### src/rtl/ibhq_pkg.sv
// ----------------------------------------------------------------------------
// ibhq_pkg
// Shared types and codes for the indexed binary-heap queue unit.
// ----------------------------------------------------------------------------
package ibhq_pkg;

    // item operation codes
    localparam logic [1:0] OP_PUSH   = 2'd0;
    localparam logic [1:0] OP_POP    = 2'd1;
    localparam logic [1:0] OP_REMOVE = 2'd2;
    localparam logic [1:0] OP_PEEK   = 2'd3;

    // result status codes
    localparam logic [1:0] ST_OK     = 2'd0;
    localparam logic [1:0] ST_EMPTY  = 2'd1;
    localparam logic [1:0] ST_FULL   = 2'd2;
    localparam logic [1:0] ST_JOB    = 2'd3;

    // register index
    localparam logic [0:0] REG_ORDER_MODE = 1'd0;

    // sequencer states
    typedef enum logic [3:0] {
        S_IDLE,
        S_RD_POS,
        S_RD_ROOT,
        S_RD_TARGET,
        S_RD_LAST,
        S_MOVE_LAST,
        S_UP_RD,
        S_UP_CMP,
        S_DN_RD,
        S_DN_CMP,
        S_DONE
    } state_t;

endpackage

### src/rtl/ibhq_pos_mem.sv
// ----------------------------------------------------------------------------
// ibhq_pos_mem
// Position map: slot of each job, with a present bit per job in flops.
// ----------------------------------------------------------------------------
module ibhq_pos_mem
    import ibhq_pkg::*;
#(
    parameter int JS = 256,
    parameter int JA = 8,
    parameter int PW = 9
)
(
    input  logic          clk,
    input  logic          rst_n,
    input  logic          we,
    input  logic [JA-1:0] waddr,
    input  logic [PW-1:0] wpos,
    input  logic          set_present,
    input  logic          clr_present,
    input  logic [JA-1:0] pres_addr,
    input  logic [JA-1:0] raddr,
    output logic [PW-1:0] rpos,
    output logic          present
);

    logic [PW-1:0] mem [JS];
    logic [JS-1:0] present_reg;

    // slot storage
    always_ff @(posedge clk)
    begin
        if (we)
        begin
            mem[waddr] <= wpos;
        end
        rpos <= mem[raddr];
    end

    // present flags
    always_ff @(posedge clk or negedge rst_n)
    begin
        if (!rst_n)
        begin
            present_reg <= '0;
        end
        else
        begin
            if (set_present)
            begin
                present_reg[pres_addr] <= 1'b1;
            end
            if (clr_present)
            begin
                present_reg[pres_addr] <= 1'b0;
            end
        end
    end

    assign present = present_reg[raddr];

endmodule

### config.mk
export PLATFORM = sky130hd
export DESIGN_NAME = ibhq_pos_mem
export DESIGN_NICKNAME = d
export VERILOG_FILES = /design/src/rtl/ibhq_pkg.sv /design/src/rtl/ibhq_pos_mem.sv
export SDC_FILE = /design/constraint.sdc
export NUM_CORES = 2
export LEC_CHECK = 0
export ABC_AREA = 1
export BUFFER_PORTS_ARGS = -buffer_cell sky130_fd_sc_hd__buf_2
export CAP_MARGIN = 30
export CORE_MARGIN = 10
export CORE_UTILIZATION = 40
export CTS_BUF_LIST = sky130_fd_sc_hd__clkbuf_2 sky130_fd_sc_hd__clkbuf_4 sky130_fd_sc_hd__clkbuf_8
export CTS_CLUSTER_DIAMETER = 80
export DETAILED_ROUTE_END_ITERATION = 10
export SLEW_MARGIN = 20
export SYNTH_ARGS = -nofsm -noshare
export SYNTH_HDL_FRONTEND = slang
export SYNTH_SLANG_ARGS = --single-unit
### constraint.sdc
create_clock -name clk -period 2.4 [get_ports clk]
set_clock_uncertainty 0.05 [all_clocks]
set_input_delay 0.6 -clock clk [delete_from_list [all_inputs] [get_ports clk]]
set_output_delay 0.6 -clock clk [all_outputs]
set_load 0.005 [all_outputs]
==> impl_metrics.json <==
{
  "drt_iter0_drc": 9393,
  "tightest_slew_ns": 0.9720,
  "met2RoutedLength_um": 150000,
  "top_layer": "met5",
  "syn_area_per_cell_um2": 11.23,
  "synth-seq-area-share_pct": 70.26,
  "syn_to_final_growth_pct": 16.61,
  "slew_viol_final": 0,
  "cp-end-kind": "output pin",
  "synth_top_family_by_area": "simple AND/OR/NAND/NOR gates",
  "pwr_density_cell_nw_per_um2": 744.6,
  "initial_core_util_pct": 40.22,
  "met3_length_um": 27820,
  "path_buf_inv": 1,
  "grt_usage_pct": 21.29,
  "synth_fp_nets": 9645,
  "ys_ff_latch": 2569,
  "maxCapViolCount": 0,
  "dp_slack_ns": -1.182,
  "postSynthCellCount": 9607,
  "gr-total-overflow": 0,
  "grt_pass1_vias": 74800,
  "port_buffers": 47,
  "io_pins": 48,
  "crit_path_max_fanout": 2,
  "yosysWarnings": 0,
  "largest_reg_flops": 2304,
  "antenna_found_initial": 11,
  "cts.sinks": 2569,
  "hp-class": "in2reg",
  "finalSetupTns_ns": -0.7853,
  "wire_per_inst_um": 22.86,
  "peakVddDrop_mv": 0.6030,
  "cp.required_ns": 1.75,
  "cellLeakagePower_nw": 46.93,
  "fmax_mhz": 313.9,
  "synth_area_um2": 107900,
  "drive_gt1_share_pct": 14.98,
  "dpl.hpwl_um": 198500,
  "critPathArrivalTime_ns": 2.54,
  "period_needed_ns": 3.185,
  "yosys.area_share.simple_pct": 23.47,
  "critPathMaxStageDelay_ns": 0.41,
  "fin_nets": 10270,
  "hold_viol": 0,
  "core_um2": 268200,
  "synth-compound-area-share_pct": 2.020,
  "wirelength_um": 322700,
  "ys_types": 23,
  "synth_fa_ha_area_share_pct": 0,
  "violations": "negative setup slack",
  "critPathLaunchType": "flip-flop",
  "mostFrequentLayoutCell": "nand2_1",
  "grt_pass1_wl_um": 480700,
  "rsz0062_at_grt": "true",
  "final_cell_mix": "nand2_1, nand3_1, edfxtp_1, buf_4, nor2_1",
  "setup_violations": 1,
  "worst_slack_ns": -0.7853,
  "criticalPathCategory": "reg2out",
  "critical_path.most_common_cell": "nand3_2",
  "clock_path_buffers": 4,
  "numCtsBuffers": 422,
  "cts_tree": "yes",
  "crit_chain": "nand2_1 > nand3_1 > nand3_1 > nand3_2 > nand3_2 > nand3_2 > nand3_2 > nand2_2 > nand2_4 > nand2_8 > buf_6",
  "die_w_um": 539.3,
  "gp_congestion": 0.8761,
  "max_slew_margin_pct": 35.13,
  "die-area_um2": 290800,
  "clk_latency_ns": 1.05,
  "vias": 77670,
  "ant_nets": 0,
  "fp-row-count": 190,
  "root_buffer": "clkbuf_8",
  "synth_xor_area_share_pct": 0,
  "cp_slowest_cell": "dfrtp_1",
  "first_pass_iters": 7,
  "wirelength_met1_um": 133300,
  "synthMuxAreaShare_pct": 0,
  "htree_levels": 5,
  "die_height_um": 539.3,
  "grt_max_degree": 116,
  "period_share_pct": 132.7,
  "vias_per_cell": 5.501,
  "status": "complete, but fails checks",
  "hold-worst-slack_ns": 0.1005,
  "path_clk_slew_ns": 0.06,
  "drc": 0,
  "crit_family": "simple AND/OR/NAND/NOR gates"
}
==> synth_stat cells (all sizes together) <==
cell	number	area, um^2
a21oi	20	100.1
a22oi	2	15.01
buf	506	3058
clkbuf	206	773.2
clkinv	2	7.510
dfrtp	256	6406
dfxtp	9	180.2
edfxtp	2304	69190
inv	197	747.0
nand2	2754	10340
nand3	2521	12620
nor2	445	1670
nor3	138	690.7
o21ai	2	10.01
o22a	1	8.760
o22ai	106	663.1
o32a	138	1381
==> cell families after synthesis <==
group           after synthesis
buf+inv                     911
simple gates               5858
flops                      2569
compound gates              269
==> final timing paths <==
| kind | from | slack, ns | to | cells past startpoint |
|---|---|---|---|---|
| worst max register to register | mem[107][2] | 0.32 | rpos[2] | 11 |
| min in group asynchronous | rst_n | 0.15 | present_reg[64] | 2 |
| worst min register to register | present_reg[250] | 0.45 | present_reg[250] | 2 |
| worst max-delay path | present_reg[77] | -0.79 | present | 11 |
| worst min-delay path | clr_present | 0.10 | present_reg[4] | 3 |
| max in group asynchronous | rst_n | 1.49 | present_reg[172] | 3 |
==> what timing repair did <==
action / CTS / global route
gates cloned: 0 / 1
resized for setup: 19 / 20
setup endpoints to repair: 2 / 1
pin swaps: 8 / 12
buffers inserted: 0 / 5
hold endpoints to repair: 499 / 0
hold buffers: 11 / 0
==> worst register-to-register path: stages (launching register included) <==
cell and delay [ns]:
edfxtp_1 0.36, nand2_1 0.07, nand3_1 0.07, nand3_1 0.13, nand3_1 0.20, nand3_1 0.22
nand3_1 0.13, nand3_1 0.11, buf_4 0.15, nand2_1 0.06, nand2_1 0.23, nand2_1 0.10
==> where the power goes <==
part	switching, mW	total, mW	internal [mW]
registers	0.291	49.5	49.2
clock network	17.3	36.8	19.5
logic	5.06	7.35	2.29
total	22.7	93.6	71.0
==> through the flow <==
step / util, % / cells / total power, mW / instance area (um^2)
floorplan: - / 9607 / 54.04 / 108000
global placement: 43.79 / 13340 / 57.53 / 117400
detailed placement: 43.79 / 13340 / 57.63 / 117400
CTS: 46.82 / 14100 / 94.15 / 125600
global route: 46.89 / 14110 / 96.82 / 125700
finish: 46.90 / 14120 / 93.65 / 125800
==> cell type report <==
| type | count | area (um^2) |
|---|---|---|
| diodes | 15 | 37.54 |
| clock buffers | 589 | 7162 |
| clock inverters | 155 | 799.5 |
| fillers | 24260 | 142400 |
| inverters | 199 | 804.5 |
| multi-input cells | 6127 | 27670 |
| flip-flops and latches | 2569 | 75770 |
| well taps | 3552 | 4444 |
| repair buffers | 913 | 9074 |
==> metal layers <==
layer | vias up | track usage [%]
met4 | 2 | 7.871
met2 | 3583 | 33.71
li1 | 35280 | -
met3 | 642 | 4.087
met5 | - | 0
met1 | 38170 | 29.19
Note: power is estimated with default switching activity, not from simulation.
